--- config.mk ---
export PLATFORM = sky130hd
export DESIGN_NAME = complement_pair_byte_decoder_fifo
export DESIGN_NICKNAME = d
export VERILOG_FILES = /design/src/hdl/cpbd_pkg.sv /design/src/hdl/complement_pair_byte_decoder_fifo.sv /design/src/hdl/cpbd_fifo.sv
export SDC_FILE = /design/constraint.sdc
export NUM_CORES = 1
export LEC_CHECK = 0
export BUFFER_PORTS_ARGS = -buffer_cell sky130_fd_sc_hd__buf_2
export CORE_ASPECT_RATIO = 0.5
export CORE_MARGIN = 2
export CORE_UTILIZATION = 60
export DETAILED_ROUTE_END_ITERATION = 10
export GPL_TIMING_DRIVEN = 0
export PLACE_DENSITY = 0.87
export SETUP_SLACK_MARGIN = 0.2
export SYNTH_ARGS = -nofsm -noshare
export SYNTH_HDL_FRONTEND = slang
export SYNTH_SLANG_ARGS = --single-unit
--- constraint.sdc ---
create_clock -name clk -period 5.9 [get_ports clk]
set_input_delay 0.59 -clock clk [delete_from_list [all_inputs] [get_ports clk]]
set_output_delay 0.59 -clock clk [all_outputs]
set_load 0.02 [all_outputs]
--- src/hdl/cpbd_pkg.sv ---
`timescale 1ns / 1ps

package cpbd_pkg;

	localparam int FIFO_DEPTH = 64;
	localparam int IDX_W      = $clog2(FIFO_DEPTH);
	localparam int FILL_W     = $clog2(FIFO_DEPTH + 1);

	localparam logic [7:0] PREV_RESET  = 8'hAA;
	localparam logic [7:0] PAIR_MASK   = 8'hFF;
	localparam logic [1:0] CHANGES_MAX = 2'd2;

	localparam logic [1:0] OP_FEED  = 2'd0;
	localparam logic [1:0] OP_POP   = 2'd1;
	localparam logic [1:0] OP_FLUSH = 2'd2;

	localparam logic [1:0] ST_OK        = 2'd0;
	localparam logic [1:0] ST_OVERFLOW  = 2'd1;
	localparam logic [1:0] ST_POP_EMPTY = 2'd2;
	localparam logic [1:0] ST_DROPPED   = 2'd3;

	typedef struct packed {
		logic [1:0] opcode;
		logic [7:0] raw_byte;
		logic       end_of_chunk;
	} req_t;

	typedef struct packed {
		logic [7:0]        pop_data;
		logic [1:0]        status;
		logic              decoded_pushed;
		logic [FILL_W-1:0] fill_level;
		logic              is_empty;
		logic              is_full;
	} rsp_t;

	typedef struct packed {
		logic       push;
		logic       pop;
		logic       flush;
		logic [7:0] wdata;
	} fifo_cmd_t;

	typedef struct packed {
		logic [FILL_W-1:0] count;
		logic              empty;
		logic              full;
	} fifo_stat_t;

endpackage

--- src/hdl/complement_pair_byte_decoder_fifo.sv ---
`timescale 1ns / 1ps

// Complement-pair byte decoder with a decoded-byte FIFO.
// Request channel (req_valid / req_stall / req): each request carries an
// opcode: feed a raw sampled byte, pop one decoded byte, or flush the FIFO.
// A data byte arrives as the byte followed by its inverse; once two changes
// have been seen, the earlier byte of the pair is pushed into the FIFO.
// Response channel (rsp_valid / rsp_stall / rsp): exactly one response per
// request, in order, with popped data, status, push flag and FIFO level.
// The accepted request is registered into stage 1 and then into the
// response register. Throughput is one request per cycle while the
// receiver does not stall: decoder, FIFO pointers and the FIFO memory write or
// read are all settled in the accept cycle, the registered memory read feeds
// stage 1, and the response register follows.
// When the receiver stalls, the response register holds; one more request
// is still taken into stage 1, after which req_stall rises until the
// response drains.
// Reset empties the FIFO, sets the last byte to 0xAA and clears the change
// count and the drop flag. Flush empties the FIFO only.

module complement_pair_byte_decoder_fifo (
	input  logic           clk,
	input  logic           arst_n,
	input  logic           req_valid,
	output logic           req_stall,
	input  cpbd_pkg::req_t req,
	output logic           rsp_valid,
	input  logic           rsp_stall,
	output cpbd_pkg::rsp_t rsp
);

	logic                        acc;
	logic                        adv_s1;
	logic                        valid_s1;
	logic                        pop_s1;
	cpbd_pkg::rsp_t              rsp_s1;
	cpbd_pkg::rsp_t              rsp_d;
	cpbd_pkg::rsp_t              rsp_q;
	logic                        rsp_valid_q;

	logic [7:0]                  prev_q;
	logic [1:0]                  chg_q;
	logic                        drop_q;
	logic [7:0]                  prev_d;
	logic [1:0]                  chg_d;
	logic                        drop_d;

	logic                        differs;
	logic [1:0]                  chg_inc;
	logic                        pair_done;
	logic [1:0]                  status_d;
	logic                        pushed_d;

	cpbd_pkg::fifo_cmd_t         fifo_cmd;
	cpbd_pkg::fifo_stat_t        fifo_stat;
	logic [cpbd_pkg::FILL_W-1:0] fill_next;
	logic [7:0]                  rd_data;

	assign acc       = req_valid && !req_stall;
	assign adv_s1    = !rsp_valid_q || !rsp_stall;
	assign req_stall = valid_s1 && !adv_s1;

	assign differs   = (req.raw_byte != prev_q);
	assign chg_inc   = (chg_q < cpbd_pkg::CHANGES_MAX) ? chg_q + 2'd1 : chg_q;
	assign pair_done = differs && ((req.raw_byte ^ prev_q) == cpbd_pkg::PAIR_MASK)
		&& (chg_inc > 2'd1);

	always_comb begin
		prev_d         = prev_q;
		chg_d          = chg_q;
		drop_d         = drop_q;
		status_d       = cpbd_pkg::ST_OK;
		pushed_d       = 1'b0;
		fifo_cmd.push  = 1'b0;
		fifo_cmd.pop   = 1'b0;
		fifo_cmd.flush = 1'b0;
		fifo_cmd.wdata = prev_q;
		if (acc) begin
			case (req.opcode)
				cpbd_pkg::OP_FEED: begin
					if (drop_q) begin
						status_d = cpbd_pkg::ST_DROPPED;
						if (req.end_of_chunk) begin
							drop_d = 1'b0;
						end
					end else if (differs) begin
						chg_d = pair_done ? 2'd0 : chg_inc;
						if (pair_done && fifo_stat.full) begin
							// previous byte is kept, rest of chunk is dropped
							status_d = cpbd_pkg::ST_OVERFLOW;
							drop_d   = !req.end_of_chunk;
						end else begin
							prev_d        = req.raw_byte;
							fifo_cmd.push = pair_done;
							pushed_d      = pair_done;
						end
					end
				end
				cpbd_pkg::OP_POP: begin
					if (fifo_stat.empty) begin
						status_d = cpbd_pkg::ST_POP_EMPTY;
					end else begin
						fifo_cmd.pop = 1'b1;
					end
				end
				cpbd_pkg::OP_FLUSH: begin
					fifo_cmd.flush = 1'b1;
				end
				default: begin
				end
			endcase
		end
	end

	cpbd_fifo u_fifo (
		.clk       (clk),
		.arst_n    (arst_n),
		.cmd       (fifo_cmd),
		.stat      (fifo_stat),
		.fill_next (fill_next),
		.rd_data   (rd_data)
	);

	always_ff @(posedge clk or negedge arst_n) begin
		if (!arst_n) begin
			prev_q      <= cpbd_pkg::PREV_RESET;
			chg_q       <= '0;
			drop_q      <= 1'b0;
			valid_s1    <= 1'b0;
			rsp_valid_q <= 1'b0;
		end else begin
			prev_q <= prev_d;
			chg_q  <= chg_d;
			drop_q <= drop_d;
			if (acc) begin
				valid_s1 <= 1'b1;
			end else if (adv_s1) begin
				valid_s1 <= 1'b0;
			end
			if (adv_s1) begin
				rsp_valid_q <= valid_s1;
			end
		end
	end

	always_comb begin
		rsp_d          = rsp_s1;
		// popped byte comes from the registered memory read
		rsp_d.pop_data = pop_s1 ? rd_data : 8'h00;
	end

	always_ff @(posedge clk) begin
		if (acc) begin
			pop_s1                <= fifo_cmd.pop;
			rsp_s1.pop_data       <= '0;
			rsp_s1.status         <= status_d;
			rsp_s1.decoded_pushed <= pushed_d;
			rsp_s1.fill_level     <= fill_next;
			rsp_s1.is_empty       <= (fill_next == '0);
			rsp_s1.is_full        <= (fill_next == cpbd_pkg::FILL_W'(cpbd_pkg::FIFO_DEPTH));
		end
		if (adv_s1 && valid_s1) begin
			rsp_q <= rsp_d;
		end
	end

	assign rsp_valid = rsp_valid_q;
	assign rsp       = rsp_q;

	a_count_bound: assert property (@(posedge clk) disable iff (!arst_n)
		fifo_stat.count <= cpbd_pkg::FILL_W'(cpbd_pkg::FIFO_DEPTH))
		else $error("fifo count above depth");

	a_flush_empties: assert property (@(posedge clk) disable iff (!arst_n)
		acc && req.opcode == cpbd_pkg::OP_FLUSH |=> fifo_stat.empty)
		else $error("fifo not empty after flush");

	a_drop_holds: assert property (@(posedge clk) disable iff (!arst_n)
		drop_q && !(acc && req.opcode == cpbd_pkg::OP_FEED && req.end_of_chunk)
		|=> drop_q)
		else $error("drop flag cleared before end of chunk");

	a_push_ok: assert property (@(posedge clk) disable iff (!arst_n)
		rsp_valid && rsp.decoded_pushed |-> rsp.status == cpbd_pkg::ST_OK
		&& !rsp.is_empty)
		else $error("push reported with bad status or empty fifo");

endmodule

--- src/hdl/cpbd_fifo.sv ---
`timescale 1ns / 1ps

module cpbd_fifo (
	input  logic                          clk,
	input  logic                          arst_n,
	input  cpbd_pkg::fifo_cmd_t           cmd,
	output cpbd_pkg::fifo_stat_t          stat,
	output logic [cpbd_pkg::FILL_W-1:0]   fill_next,
	output logic [7:0]                    rd_data
);

	logic [7:0]                  mem [cpbd_pkg::FIFO_DEPTH];
	logic [cpbd_pkg::IDX_W-1:0]  wr_ptr_q;
	logic [cpbd_pkg::IDX_W-1:0]  rd_ptr_q;
	logic [cpbd_pkg::FILL_W-1:0] count_q;

	// callers only push when not full and pop when not empty
	always_ff @(posedge clk) begin
		if (cmd.push) begin
			mem[wr_ptr_q] <= cmd.wdata;
		end
		if (cmd.pop) begin
			rd_data <= mem[rd_ptr_q];
		end
	end

	always_comb begin
		fill_next = count_q;
		if (cmd.flush) begin
			fill_next = '0;
		end else if (cmd.push) begin
			fill_next = count_q + cpbd_pkg::FILL_W'(1);
		end else if (cmd.pop) begin
			fill_next = count_q - cpbd_pkg::FILL_W'(1);
		end
	end

	always_ff @(posedge clk or negedge arst_n) begin
		if (!arst_n) begin
			wr_ptr_q <= '0;
			rd_ptr_q <= '0;
			count_q  <= '0;
		end else begin
			count_q <= fill_next;
			if (cmd.flush) begin
				wr_ptr_q <= '0;
				rd_ptr_q <= '0;
			end else begin
				if (cmd.push) begin
					wr_ptr_q <= wr_ptr_q + cpbd_pkg::IDX_W'(1);
				end
				if (cmd.pop) begin
					rd_ptr_q <= rd_ptr_q + cpbd_pkg::IDX_W'(1);
				end
			end
		end
	end

	assign stat.count = count_q;
	assign stat.empty = (count_q == '0);
	assign stat.full  = (count_q == cpbd_pkg::FILL_W'(cpbd_pkg::FIFO_DEPTH));

endmodule
After elaboration in Yosys (flattened, before gate mapping)
Memory sizes are Yosys's and may differ from the RTL's. A register that Yosys moved wholly into a read port is not among the register bits.
Index checks and enable logic that the tools add are counted.
- register bits after elaboration: 65
- output and inout port bits: 22
- RAM bits: 512
- memories: 1
- input port bits: 15
- memory list (memory ; depth ; bits a word ; read ports ; clocked after memory_dff ; write ports ; RTL line ; RTL):
    u_fifo.mem ; 64 ; 8 ; 1 ; 1 ; 1 ; cpbd_fifo.sv:12 ; logic [7:0] mem [cpbd_pkg::FIFO_DEPTH];
- add/subtract/negate cells: 5
- reduce and logical (&&, ||, !) cells: 21
- equal/unequal tests: 6
- bitwise gates (word level): 3
- mux-type cells: 30
- order comparisons: 2
- operators with widths (kind ; count):
    2-to-1 mux 6 bit ; 4
    2-to-1 mux 7 bit ; 3
    2-to-1 mux 1 bit ; 17
    == test 7 bit (second input constant) ; 2
    logical NOT 7 bit ; 2
    adder 6 x 1 -> 6 bit (second input constant) ; 2
    == test 8 bit (second input constant) ; 1
    2-to-1 mux 2 bit ; 4
    inequality test 8 bit ; 1
    XOR 8 bit ; 1
    adder 7 x 1 -> 7 bit (second input constant) ; 1
    subtractor 7 x 1 -> 7 bit (second input constant) ; 1
    logical AND 1 bit ; 6
    nonzero test 2 bit ; 3
    logical NOT 1 bit ; 5
    AND reduction 5 bit ; 1
    one-hot mux 2 bit (2 select lines) ; 1
    AND reduction 4 bit ; 1
    2-to-1 mux 3 bit ; 1
    adder 2 x 1 -> 2 bit (second input constant) ; 1
    == test 2 x 1 -> 1 bit (second input constant) ; 1
    == test 2 bit (second input constant) ; 1
    > comparator 2 x 1 -> 1 bit (second input constant) ; 1
    logical NOT 2 bit ; 1
    4 further kinds ; 5

Depth between registers and ports, before layout
- word-level depth: 14
- mapped depth: 9
- depth with buffers taken out: 9

Cells and area by module
A second synthesis with hierarchy kept.
- cell total of the unflattened synthesis: 1146
- area total of the unflattened synthesis: 23005.8 um^2
- by module, submodules not included (module ; instances ; cells an instance ; seq. area each (um^2) ; area an instance (um^2)):
    cpbd_fifo ; 1 ; 1035 ; 16090.4 ; 21214.1
    complement_pair_byte_decoder_fifo ; 1 ; 111 ; 1321.3 ; 1791.7

Least setup slack after synthesis
OpenSTA, ideal clock, no wires.
- kind: flip-flop to flip-flop
- start: register prev_q[6]
- end: memory u_fifo.mem[61][0], enable pin
- data arrival time: 3120 ps
- stages on the path, launching flop included: 8
- path slack: 2410 ps
- path buffers: 1
- data required time: 5530 ps
- path through: dfrtp_1 > xnor2_1 > or4_4 > nor3_4 > and3_1 > buf_4 > nand4b_1 > nor2_1
- cells in the longest elaborated chain, start to end: 12
- elaborated cells on any way between the ends: 13
- classes of those cells: eq/ne (2); mux (7); bitwise (1); reduce/logical (3)
- RTL lines (item ; RTL line ; RTL):
    start, declared ; complement_pair_byte_decoder_fifo.sv:41 ; logic [7:0] prev_q;
    start signal, assigned ; complement_pair_byte_decoder_fifo.sv:126 ; prev_q <= cpbd_pkg::PREV_RESET;
    start signal, assigned ; complement_pair_byte_decoder_fifo.sv:132 ; prev_q <= prev_d;
    XOR 8 bit ; complement_pair_byte_decoder_fifo.sv:65 ; assign pair_done = differs && ((req.raw_byte ^ prev_q) == cpbd_pkg::PAIR_MASK)
    == test 8 bit ; complement_pair_byte_decoder_fifo.sv:65 ;
    logical AND 1 bit ; complement_pair_byte_decoder_fifo.sv:65 ;
    logical AND 1 bit ; complement_pair_byte_decoder_fifo.sv:66 ; && (chg_inc > 2'd1);
    logical AND 1 bit ; complement_pair_byte_decoder_fifo.sv:88 ; if (pair_done && fifo_stat.full) begin
    2-to-1 mux 1 bit ; complement_pair_byte_decoder_fifo.sv:88 ;
    2-to-1 mux 1 bit * ; complement_pair_byte_decoder_fifo.sv:86 ; end else if (differs) begin
    2-to-1 mux 1 bit * ; complement_pair_byte_decoder_fifo.sv:81 ; if (drop_q) begin
    2-to-1 mux 1 bit * ; - ;
    2-to-1 mux 3 bit * ; complement_pair_byte_decoder_fifo.sv:78 ; if (acc) begin
    2-to-1 mux 1 bit * ; cpbd_fifo.sv:19 ; if (cmd.push) begin
    2-to-1 mux 1 bit (implied by the code) * ; cpbd_fifo.sv:20 ; mem[wr_ptr_q] <= cmd.wdata;
    end, declared ; cpbd_fifo.sv:12 ;
Mark *: on every way between the ends. The rest lies on a longest branch, timed or not.

Worst setup path in the final report
- start: register prev_q[1]
- end: memory u_fifo.mem[45][3], enable pin
The elaborated chain is that of the path after synthesis.

==> flow_summary.json <==
{
  "status": "finished, final reports clean",
  "path_clk_slew_ns": 0.07,
  "post-route-drc-count": 0,
  "synth_common_cells": "edfxtp_1, mux4_2, nor2_1",
  "cts.path.max_buffers": 3,
  "initial_utilization_pct": 61.1,
  "die_w_um": 281,
  "antenna_found_initial": 4,
  "clock-sinks": 585,
  "vdd_drop_max_mv": 0.255,
  "synth.ff_latch_count": 585,
  "cp_max_fo": 66,
  "critPathArrivalTime_ns": 5.80,
  "grt_remaining_overflow": 0,
  "cp-start-kind": "flop",
  "design_area_mm2": 0.0255,
  "cap_viol_max_count": 0,
  "final_nets": 1169,
  "p_total_mw": 10.9,
  "cts_tree": "done",
  "post-route-util_pct": 68.0,
  "wl_per_cell_um": 36.3,
  "slew_headroom_pct": 1.25,
  "p_switching_mw": 3.09,
  "synth.distinct_cells": 55,
  "place_inst": 1591,
  "worstMarginPinSlew_ns": 1.48,
  "num_vias": 12400,
  "finalSetupViolations": 0,
  "regArea_mm2": 0.0174,
  "hold_buffers": 0,
  "netlist_top_cells_area": "edfxtp_1, mux4_2, dfrtp_1, nor2_1, mux2_2",
  "end_kind": "flop",
  "yosys.area.top_type_share_pct": 72.4,
  "layout_worst_path_cycle_share_pct": 94.7,
  "ys_seq_area_share_pct": 75.9,
  "clk_latency_ns": 0.59,
  "grt_start_max_net_pins": 67,
  "synth_top_area_cell": "edfxtp_1",
  "period_needed_ns": 5.59,
  "drtAntennaViolNets": 0,
  "rsz0062_at_grt": "no",
  "finalHoldViolations": 0,
  "synth_enable_flop_cells": 553,
  "power_frac_seq_pct": 46.8,
  "grt.total_usage_pct": 31.7,
  "synthCells": 1056,
  "p_comb_share_pct": 21.8,
  "setup_tns_ns": 0,
  "die-area_mm2": 0.0399,
  "fillerInstances": 2009,
  "cts.repair.resized": 0,
  "place_area_mm2": 0.0238,
  "drive_above_1_share_pct": 27.3,
  "powerDensity_mw_per_mm2": 428,
  "coreArea_mm2": 0.0375,
  "wl_um": 61200,
  "power_frac_clock_pct": 31.4,
  "synth.avg_cell_area_um2": 21.7,
  "clockRootBuffer": "clkbuf_16",
  "report.final.slew_viol_count": 0,
  "port_buffers": 36,
  "fmax_ghz": 0.179,
  "critical_path_class": "reg -> reg",
  "post_cts_buffers": 0,
  "finClkSkew_ns": 0.0249,
  "first_pass_iters": 8,
  "hold_ws_ns": 0.0562,
  "hpwl_um": 33400,
  "grt_pass1_wl_um": 87800,
  "post-synth-top-count-cell": "edfxtp_1",
  "synth_ff_type": "edfxtp_1",
  "syn_to_final_growth_pct": 11.2,
  "htree_levels": 2,
  "row_count": 50,
  "pre_cts_ws_ns": 0.805,
  "p_int_mw": 7.82,
  "routabilityCongestion": 0.873,
  "grt_pass1_vias": 12300,
  "yosysWarnings": 0,
  "instances_no_fill": 1684,
  "switching_share_pct": 28.3,
  "synth_fp_nets": 1077,
  "cp.required_ns": 6.11,
  "avgViaCountPerCell": 7.38,
  "netlist_area_mm2": 0.0229,
  "final.setup.worst_slack_ns": 0.311,
  "dieHeight_um": 142,
  "synthArstFlopShare_pct": 5.47,
  "hp-class": "in -> async",
  "cts_buffers": 49,
  "multiInputGateArea_mm2": 0.00524,
  "num_io_pins": 37,
  "p_leak_nw": 7.95,
  "drt-initial-drc-count": 2346
}
## cell usage in the layout, fill, tap and decap left out, types with 10 or more instances in the layout
| master | instances |
|---|---|
| nor2_1 | 90 |
| clkinv_2 | 12 |
| buf_1 | 16 |
| nand2_1 | 16 |
| clkbuf_1 | 32 |
| dfrtp_1 | 24 |
| mux4_2 | 168 |
| edfxtp_1 | 553 |
| xnor2_1 | 12 |
| clkinv_1 | 12 |
| buf_2 | 37 |
| clkbuf_16 | 51 |
| mux2_2 | 10 |
| buf_4 | 12 |
| nand4_1 | 12 |
## per-layer routing
metal	wire [um]	vias to the layer above	global-route usage, %
li1	-	4565	-
met1	20600	6282	43.1
met2	28500	1293	49.4
met3	8740	289	8.67
met4	3270	6	13.6
met5	36	-	0
## power by group through the flow
stage | clock network (mW) | logic [mW] | registers [mW]
floorplan | 0 | 1.47 | 5.11
global placement | 0 | 2.00 | 5.22
detailed placement | 0 | 2.21 | 5.17
CTS | 3.42 | 2.33 | 5.09
global route | 3.56 | 2.43 | 5.11
finish | 3.43 | 2.37 | 5.10
## cell type report
class	instances	share of cell area (%)
diodes	1	0.00981
flip-flops and latches	585	68.3
plain buffers	55	0.991
repair buffers	41	1.08
inverters	10	0.147
clock inverters	33	1.32
multi-input cells	406	20.5
well taps	494	2.42
clock buffers	59	5.20
## logic make-up after synthesis
| logic type | after synthesis | share of synthesized area (%) |
|---|---|---|
| and+or+nand+nor | 177 | 3.90 |
| muxes | 181 | 17.1 |
| DFF | 585 | 75.9 |
| buffers and inverters | 65 | 1.27 |
| adders and majority gates | 6 | 0.327 |
| AOI/OAI and AO/OA | 23 | 0.747 |
| xor gates and xnor gates | 19 | 0.726 |
## final timing paths
path                                  startpoint                           to  slack [ns]  cells after the start
min                                       arst_n        prev_q[6]$_DFFE_PN0P_        0.06                      1
max                        prev_q[1]$_DFFE_PN1P_  u_fifo.mem[45][3]$_DFFE_PP_        0.31                      7
max reg2reg                prev_q[1]$_DFFE_PN1P_  u_fifo.mem[45][3]$_DFFE_PP_        0.31                      7
min reg2reg                  rsp_d[10]$_DFFE_PP_            rsp[10]$_DFFE_PP_        0.42                      0
max in group asynchronous                 arst_n        prev_q[4]$_DFFE_PN0P_        5.33                      1
min in group clk                          req[0]           drop_q$_DFFE_PN0P_        0.22                      2
## sequential cells by signal (all words and copies together) (netlist names), 2 cells and up
signal           cells
u_fifo.mem         512
rsp                 20
rsp_d               12
prev_q               8
u_fifo.rd_data       8
u_fifo.count_q       7
u_fifo.rd_ptr_q      6
u_fifo.wr_ptr_q      6
chg_q                2
## critical path, cell delays in order (launching register included)
cell      delay [ns]
dfstp_2         1.49
xnor2_1         0.40
or4_1           0.67
nor3_4          0.31
and3_1          0.22
buf_4           0.16
nand4b_1        0.83
nor2_1          1.08
No activity file was read; power rests on OpenSTA's default activity.
